<file path="config.mk">
export PLATFORM = sky130hd
export DESIGN_NAME = hdlc_frame_bit_encoder_flat
export DESIGN_NICKNAME = d
export VERILOG_FILES = /design/src/hdl/hfbe_pkg.sv /design/src/hdl/hfbe_if.sv /design/src/hdl/hdlc_frame_bit_encoder.sv /design/src/flat_wrapper.sv
export SDC_FILE = /design/constraint.sdc
export NUM_CORES = 1
export LEC_CHECK = 0
export BUFFER_PORTS_ARGS = -buffer_cell sky130_fd_sc_hd__clkbuf_2
export CORE_MARGIN = 2
export CORE_UTILIZATION = 52
export DETAILED_ROUTE_END_ITERATION = 10
export GPL_ROUTABILITY_DRIVEN = 0
export GPL_TIMING_DRIVEN = 1
export HOLD_SLACK_MARGIN = 0.12
export PLACE_DENSITY = 0.68
export REMOVE_ABC_BUFFERS = 1
export SETUP_SLACK_MARGIN = 0.1
export SYNTH_ARGS = -nofsm -noshare
export SYNTH_HDL_FRONTEND = slang
export SYNTH_SLANG_ARGS = --single-unit
</file>
<file path="constraint.sdc">
create_clock -name clk -period 3.1 [get_ports clk]
set_input_delay 0.465 -clock clk [delete_from_list [all_inputs] [get_ports clk]]
set_output_delay 0.465 -clock clk [all_outputs]
set_load 0.02 [all_outputs]
</file>
<file path="src/hdl/hfbe_pkg.sv">
// Shared constants, types and the CRC step function for the HDLC frame bit encoder.
package hfbe_pkg;

  typedef logic [1:0] cmd_t;

  localparam cmd_t CMD_START  = 2'd0;
  localparam cmd_t CMD_DATA   = 2'd1;
  localparam cmd_t CMD_FLAG   = 2'd2;
  localparam cmd_t CMD_FOOTER = 2'd3;

  localparam int CRC_W   = 16;
  localparam int POS_W   = 16;
  localparam int BYTE_W  = 8;
  localparam int RUN_W   = 3;
  localparam int CNT_W   = $clog2(CRC_W + 1);
  localparam int FIDX_W  = $clog2(BYTE_W);

  localparam logic [CRC_W-1:0]  CRC_POLY     = 16'h8408;
  localparam logic [CRC_W-1:0]  CRC_PRESET   = 16'hFFFF;
  localparam logic [RUN_W-1:0]  STUFF_RUN    = 3'd5;
  localparam logic [BYTE_W-1:0] FLAG_PATTERN = 8'h7E;

  localparam logic [CNT_W-1:0]  CNT_BYTE   = CNT_W'(BYTE_W);
  localparam logic [CNT_W-1:0]  CNT_FOOTER = CNT_W'(CRC_W);

  typedef logic [CRC_W-1:0] crc_t;
  typedef logic [POS_W-1:0] pos_t;

  function automatic crc_t crc_step(input crc_t crc, input logic din);
    crc_t shifted;
    shifted = crc >> 1;
    if (crc[0] ^ din) begin
      return shifted ^ CRC_POLY;
    end
    return shifted;
  endfunction

endpackage

</file>
<file path="src/hdl/hfbe_if.sv">
// Valid/ready channel interfaces for frame commands and emitted line bits.
interface hfbe_cmd_if;
  logic             valid;
  logic             ready;
  hfbe_pkg::cmd_t   command;
  logic [7:0]       data_byte;

  modport source (output valid, output command, output data_byte, input ready);
  modport sink   (input valid, input command, input data_byte, output ready);
endinterface

interface hfbe_bit_if;
  logic             valid;
  logic             ready;
  logic             line_bit;
  hfbe_pkg::pos_t   bit_position;
  logic             last_of_run;

  modport source (output valid, output line_bit, output bit_position, output last_of_run,
                  input ready);
  modport sink   (input valid, input line_bit, input bit_position, input last_of_run,
                  output ready);
endinterface

</file>
<file path="src/hdl/hdlc_frame_bit_encoder.sv">
// HDLC/AX.25 frame bit encoder: one command beat in, one line bit per output beat.
// A command is accepted only while the encoder is idle; then it produces one bit
// per cycle through a single bit-serial CRC/stuffing step, as long as the output
// register is free: a data byte yields 8 to 10 line bits, a flag 8, a footer 24
// to 28, and a start command none. The sequencer is ready for the next command
// once the last bit of the current one has entered the output register, so the
// input takes no command while a data byte is encoded. Bit positions wrap at 65536.
module hdlc_frame_bit_encoder (
  input  logic       clk,
  input  logic       rst,
  hfbe_cmd_if.sink   cmd,
  hfbe_bit_if.source bits
);
  import hfbe_pkg::*;

  localparam logic [1:0] ST_IDLE = 2'd0;
  localparam logic [1:0] ST_DATA = 2'd1;
  localparam logic [1:0] ST_FLAG = 2'd2;

  logic [1:0]        state, state_next;
  logic              flag_after, flag_after_next;
  logic              stuff_pend, stuff_pend_next;
  logic [CRC_W-1:0]  sr, sr_next;
  logic [CNT_W-1:0]  cnt, cnt_next;
  logic [FIDX_W-1:0] fidx, fidx_next;
  crc_t              crc, crc_next;
  logic [RUN_W-1:0]  run, run_next;
  pos_t              bit_counter, bit_counter_next;
  logic              o_valid, o_valid_next;
  logic              o_bit, o_bit_next;
  pos_t              o_pos, o_pos_next;
  logic              o_last, o_last_next;

  logic emit_en;
  logic emit;
  logic ebit;
  logic elast;
  logic stuff_now;

  assign cmd.ready         = (state == ST_IDLE);
  assign bits.valid        = o_valid;
  assign bits.line_bit     = o_bit;
  assign bits.bit_position = o_pos;
  assign bits.last_of_run  = o_last;

  assign emit_en = (state != ST_IDLE) && (!o_valid || bits.ready);

  always_comb begin
    state_next       = state;
    flag_after_next  = flag_after;
    stuff_pend_next  = stuff_pend;
    sr_next          = sr;
    cnt_next         = cnt;
    fidx_next        = fidx;
    crc_next         = crc;
    run_next         = run;
    bit_counter_next = bit_counter;
    o_valid_next     = o_valid && !bits.ready;
    o_bit_next       = o_bit;
    o_pos_next       = o_pos;
    o_last_next      = o_last;
    emit             = 1'b0;
    ebit             = 1'b0;
    elast            = 1'b0;
    stuff_now        = 1'b0;

    case (state)
      ST_IDLE: begin
        if (cmd.valid) begin
          case (cmd.command)
            CMD_START: begin
              crc_next         = CRC_PRESET;
              run_next         = '0;
              bit_counter_next = '0;
            end
            CMD_DATA: begin
              sr_next         = {{(CRC_W-BYTE_W){1'b0}}, cmd.data_byte};
              cnt_next        = CNT_BYTE;
              flag_after_next = 1'b0;
              stuff_pend_next = 1'b0;
              state_next      = ST_DATA;
            end
            CMD_FLAG: begin
              fidx_next       = '0;
              flag_after_next = 1'b1;
              state_next      = ST_FLAG;
            end
            default: begin
              sr_next         = ~crc;
              cnt_next        = CNT_FOOTER;
              flag_after_next = 1'b1;
              stuff_pend_next = 1'b0;
              fidx_next       = '0;
              state_next      = ST_DATA;
            end
          endcase
        end
      end
      ST_DATA: begin
        if (emit_en) begin
          emit = 1'b1;
          if (stuff_pend) begin
            ebit            = 1'b0;
            stuff_pend_next = 1'b0;
            if (cnt == '0) begin
              elast      = !flag_after;
              state_next = flag_after ? ST_FLAG : ST_IDLE;
            end
          end else begin
            ebit      = sr[0];
            crc_next  = crc_step(crc, sr[0]);
            sr_next   = sr >> 1;
            cnt_next  = cnt - CNT_W'(1);
            stuff_now = sr[0] && (run == STUFF_RUN - RUN_W'(1));
            if (sr[0]) begin
              run_next = stuff_now ? '0 : run + RUN_W'(1);
            end else begin
              run_next = '0;
            end
            stuff_pend_next = stuff_now;
            if ((cnt == CNT_W'(1)) && !stuff_now) begin
              elast      = !flag_after;
              state_next = flag_after ? ST_FLAG : ST_IDLE;
            end
          end
        end
      end
      ST_FLAG: begin
        if (emit_en) begin
          emit      = 1'b1;
          ebit      = FLAG_PATTERN[fidx];
          elast     = (fidx == FIDX_W'(BYTE_W - 1));
          fidx_next = fidx + FIDX_W'(1);
          run_next  = '0;
          if (elast) begin
            state_next = ST_IDLE;
          end
        end
      end
      default: begin
        state_next = ST_IDLE;
      end
    endcase

    if (emit) begin
      o_valid_next     = 1'b1;
      o_bit_next       = ebit;
      o_pos_next       = bit_counter;
      o_last_next      = elast;
      bit_counter_next = bit_counter + POS_W'(1);
    end
  end

  always_ff @(posedge clk) begin
    if (rst) begin
      state       <= ST_IDLE;
      flag_after  <= 1'b0;
      stuff_pend  <= 1'b0;
      cnt         <= '0;
      fidx        <= '0;
      crc         <= CRC_PRESET;
      run         <= '0;
      bit_counter <= '0;
      o_valid     <= 1'b0;
    end else begin
      state       <= state_next;
      flag_after  <= flag_after_next;
      stuff_pend  <= stuff_pend_next;
      cnt         <= cnt_next;
      fidx        <= fidx_next;
      crc         <= crc_next;
      run         <= run_next;
      bit_counter <= bit_counter_next;
      o_valid     <= o_valid_next;
    end
  end

  always_ff @(posedge clk) begin
    sr     <= sr_next;
    o_bit  <= o_bit_next;
    o_pos  <= o_pos_next;
    o_last <= o_last_next;
  end

endmodule

</file>
<file path="src/flat_wrapper.sv">
// flat-port wrapper written by rule: the top's interface ports become plain ports
module hdlc_frame_bit_encoder_flat import hfbe_pkg::*;
  (clk, rst, cmd_valid, cmd_command, cmd_data_byte, cmd_ready, bits_valid, bits_line_bit, bits_bit_position, bits_last_of_run, bits_ready);
  hfbe_cmd_if cmd_i ();
  hfbe_bit_if bits_i ();
  input  logic clk;
  input  logic rst;
  input wire logic [$bits(cmd_i.valid)-1:0] cmd_valid;
  input wire logic [$bits(cmd_i.command)-1:0] cmd_command;
  input wire logic [$bits(cmd_i.data_byte)-1:0] cmd_data_byte;
  output wire logic [$bits(cmd_i.ready)-1:0] cmd_ready;
  output wire logic [$bits(bits_i.valid)-1:0] bits_valid;
  output wire logic [$bits(bits_i.line_bit)-1:0] bits_line_bit;
  output wire logic [$bits(bits_i.bit_position)-1:0] bits_bit_position;
  output wire logic [$bits(bits_i.last_of_run)-1:0] bits_last_of_run;
  input wire logic [$bits(bits_i.ready)-1:0] bits_ready;
  assign cmd_i.valid = cmd_valid;
  assign cmd_i.command = cmd_command;
  assign cmd_i.data_byte = cmd_data_byte;
  assign cmd_ready = cmd_i.ready;
  assign bits_valid = bits_i.valid;
  assign bits_line_bit = bits_i.line_bit;
  assign bits_bit_position = bits_i.bit_position;
  assign bits_last_of_run = bits_i.last_of_run;
  assign bits_i.ready = bits_ready;
  hdlc_frame_bit_encoder u_core (.clk(clk), .rst(rst), .cmd(cmd_i), .bits(bits_i));
endmodule
</file>
==> flow_summary.json <==
{
  "worstPathRequired_ns": 3.37,
  "fin_worst_skew_ns": 0.0138,
  "most_repeated_cell_in_the_gate_level_netlist_after_synthesis": "sky130_fd_sc_hd__dfxtp_1",
  "cp.buffers_inverters": 3,
  "grt-ovfl-total": 0,
  "synthTopCellsByArea": "sky130_fd_sc_hd__edfxtp_1, sky130_fd_sc_hd__dfxtp_1, sky130_fd_sc_hd__ha_1",
  "p_leak_uw": 0.00154,
  "avgViaCountPerCell": 5.54,
  "port_buffers": 33,
  "number_of_remaining_drc_errors": 0,
  "clock_tree.buffer_depth": 2,
  "cts_num_sinks": 83,
  "vias_in_the_first_global_route": 2591,
  "synth.yosys.warnings": 0,
  "multiInputGateArea_um2": 1570,
  "cts_made_buffers": 9,
  "grt_pass1_wl_mm": 12.0,
  "hold-worst-slack_ns": 0.457,
  "setup_violations": 0,
  "area_overhead_vs_synth_pct": 12.6,
  "pin_count": 34,
  "netlist.top_cell.by_area": "sky130_fd_sc_hd__edfxtp_1",
  "post_cts.repair.setup_buffers": 0,
  "grt_antenna_before_repair": 0,
  "floorplan.core_area_um2": 6910,
  "synth_area_per_cell_um2": 10.0,
  "grt_start_max_net_pins": 39,
  "cts-root-buf": "sky130_fd_sc_hd__clkbuf_8",
  "wl_per_cell_um": 14.3,
  "totalWireLength_mm": 7.23,
  "synth_seq_cells": 83,
  "cts-hold-fix-buffers": 0,
  "cts_max_level": 3,
  "drt_first_pass_iters": 4,
  "vdd_drop_max_mv": 0.561,
  "async_reset_ff_frac": 0,
  "tritoncts": "yes",
  "antenna-diode-count": 0,
  "critical_path.slowest_cell": "sky130_fd_sc_hd__ha_1",
  "dieArea_um2": 7910,
  "critPathTopFamily": "buffers and inverters",
  "count_of_pins_over_their_slew_limit": 0,
  "num_vias": 2807,
  "start_util": 0.543,
  "total_negative_slack_ns": 0,
  "synth_commonest_cells": "sky130_fd_sc_hd__dfxtp_1, sky130_fd_sc_hd__edfxtp_1, sky130_fd_sc_hd__nand2_1, sky130_fd_sc_hd__nor2_1, sky130_fd_sc_hd__a21oi_1",
  "fill_cells": 616,
  "final_min_period_over_clock_period": 0.842,
  "synth-edff-count": 34,
  "seq_area_um2": 2000,
  "cp-start-kind": "flop",
  "synth.top_cell.area_share": 0.272,
  "cts_resized": 0,
  "gr-usage-all-layers": 0.197,
  "rsz_0062_raised_after_global_routing": "false",
  "worst_path_largest_cell_delay_ns": 0.52,
  "antenna_left": 0,
  "run_status": "completed",
  "min_path_type": "input pin to flop",
  "die_y_um": 88.9,
  "postSynth.topFlopCell": "sky130_fd_sc_hd__dfxtp_1",
  "postSynthCellCount": 375,
  "die_w_um": 88.9,
  "post-layout-total-power_uw": 3240,
  "drv_cap": 0,
  "post_route_cells_drive_above_1_share": 0.156,
  "arrival_ns": 2.88,
  "finalCriticalPeriod_ns": 2.61,
  "worst_skew_pair.late_latency_ns": 0.35,
  "critPathMaxFanout": 16,
  "dp.final_hpwl_mm": 4.87,
  "worstMarginPinSlew_ns": 0.764,
  "timing.critical_path.to_type": "flop",
  "power.density_nw_per_um2": 766,
  "drc_marker_count_from_the_first_detailed_route_iteration": 120,
  "nNetsFinal": 431,
  "crit_path_category": "flop to flop",
  "clk_pin_slew_ns": 0.08,
  "rows": 30,
  "crit_chain": "inv_1 -> ha_1 -> inv_1 -> nand3_1 -> clkinv_1 -> a21oi_1 -> o21ai_0 -> a21oi_1",
  "timing.max_slew.rel_slack": 0.490,
  "cell_variety_after_synth": 49,
  "post_synth_instance_area_um2": 3750,
  "hold_viol_final": 0,
  "ys_seq_area_frac": 0.534,
  "max_freq_ghz": 0.383
}
-- power by group --
group	switching [µW]	leakage, µW	internal, µW	total [µW]
Combinational	640	0.000713	316	956
Sequential	72.8	0.000719	1350	1420
Clock	400	0.000110	459	859
-- sequential cells by signal, summed over array words and instances (netlist names), 2 cells and up, named ones only --
| signal | cells |
|---|---|
| u_core.run | 3 |
| u_core.state | 2 |
| u_core.sr | 16 |
| u_core.cnt | 5 |
| u_core.crc | 16 |
| u_core.bit_counter | 16 |
| u_core.bits.bit_position | 16 |
| u_core.fidx | 3 |
-- placed cells by master (no fill, tap or decap), types with 3 or more instances in the layout --
master | synthesis | routed
sky130_fd_sc_hd__xor2_1 | 3 | 3
sky130_fd_sc_hd__nand3b_1 | 4 | 4
sky130_fd_sc_hd__o21ai_0 | 10 | 10
sky130_fd_sc_hd__clkbuf_2 | 0 | 33
sky130_fd_sc_hd__buf_4 | 0 | 7
sky130_fd_sc_hd__nor3_1 | 6 | 6
sky130_fd_sc_hd__clkbuf_8 | 0 | 9
sky130_fd_sc_hd__nand2b_1 | 20 | 20
sky130_fd_sc_hd__nand2_1 | 30 | 30
sky130_fd_sc_hd__mux2_2 | 4 | 4
sky130_fd_sc_hd__o31ai_1 | 13 | 13
sky130_fd_sc_hd__a31oi_1 | 3 | 3
sky130_fd_sc_hd__o211ai_1 | 4 | 4
sky130_fd_sc_hd__nand4_1 | 3 | 3
sky130_fd_sc_hd__nor2b_1 | 5 | 5
sky130_fd_sc_hd__nand4b_1 | 4 | 4
sky130_fd_sc_hd__or3_1 | 3 | 3
sky130_fd_sc_hd__edfxtp_1 | 34 | 34
sky130_fd_sc_hd__nor2_1 | 26 | 26
sky130_fd_sc_hd__a21oi_1 | 25 | 25
sky130_fd_sc_hd__ha_1 | 11 | 11
sky130_fd_sc_hd__a211oi_1 | 10 | 10
sky130_fd_sc_hd__o22ai_1 | 16 | 16
sky130_fd_sc_hd__a311oi_1 | 3 | 3
sky130_fd_sc_hd__inv_1 | 23 | 23
sky130_fd_sc_hd__dfxtp_1 | 49 | 49
sky130_fd_sc_hd__nand3_1 | 16 | 16
-- through the flow --
stage	cells	worst slack, ns	utilization	cell area, µm²
finish	507	0.490	0.612	4230
global route	507	0.227	0.612	4230
CTS	507	0.522	0.612	4230
detailed placement	491	0.534	0.580	4000
global placement	491	0.704	0.580	4000
floorplan	355	0.140	-	3670
-- per-layer routing --
metal | track usage | part of all wire | vias to the layer above
met5 | 0 | 0 | -
met4 | 0.0773 | 0.015 | 0
met3 | 0.0425 | 0.038 | 7
met2 | 0.301 | 0.44 | 49
met1 | 0.275 | 0.50 | 1304
li1 | - | - | 1447
-- worst min-delay path, cell delays in order --
cell	delay, ns
sky130_fd_sc_hd__clkbuf_2	0.07
sky130_fd_sc_hd__a211oi_1	0.05
sky130_fd_sc_hd__a21oi_1	0.10
-- worst paths after layout --
check / cells after the start / from / slack [ns] / end
worst max-delay path: 8 / u_core.state[0] / 0.49 / u_core.bit_counter[2]
worst min-delay path: 3 / cmd_data_byte[5] / 0.46 / u_core.sr[5]
worst max register to register: 8 / u_core.state[0] / 0.49 / u_core.bit_counter[2]
worst min register to register: 0 / u_core.bit_counter[15] / 0.47 / u_core.bits.bit_position[15]
-- cells by family after synthesis --
kind of cell	Yosys count	synth area share
compound gates	96	0.168
xor+xnor	5	0.0117
fa+ha+maj	11	0.0367
buf+inv	44	0.0470
flops	83	0.534
mux	7	0.0213
simple gates	129	0.182
-- cell type report --
| cell class | count | area share |
|---|---|---|
| Tap cell | 96 | 0.0284 |
| Clock buffer | 9 | 0.0293 |
| Timing Repair Buffer | 40 | 0.0515 |
| Inverter | 24 | 0.0213 |
| Multi-Input combinational cell | 248 | 0.372 |
| Sequential cell | 83 | 0.474 |
| Clock inverter | 7 | 0.0234 |
No activity file was read; power rests on OpenSTA's default activity.
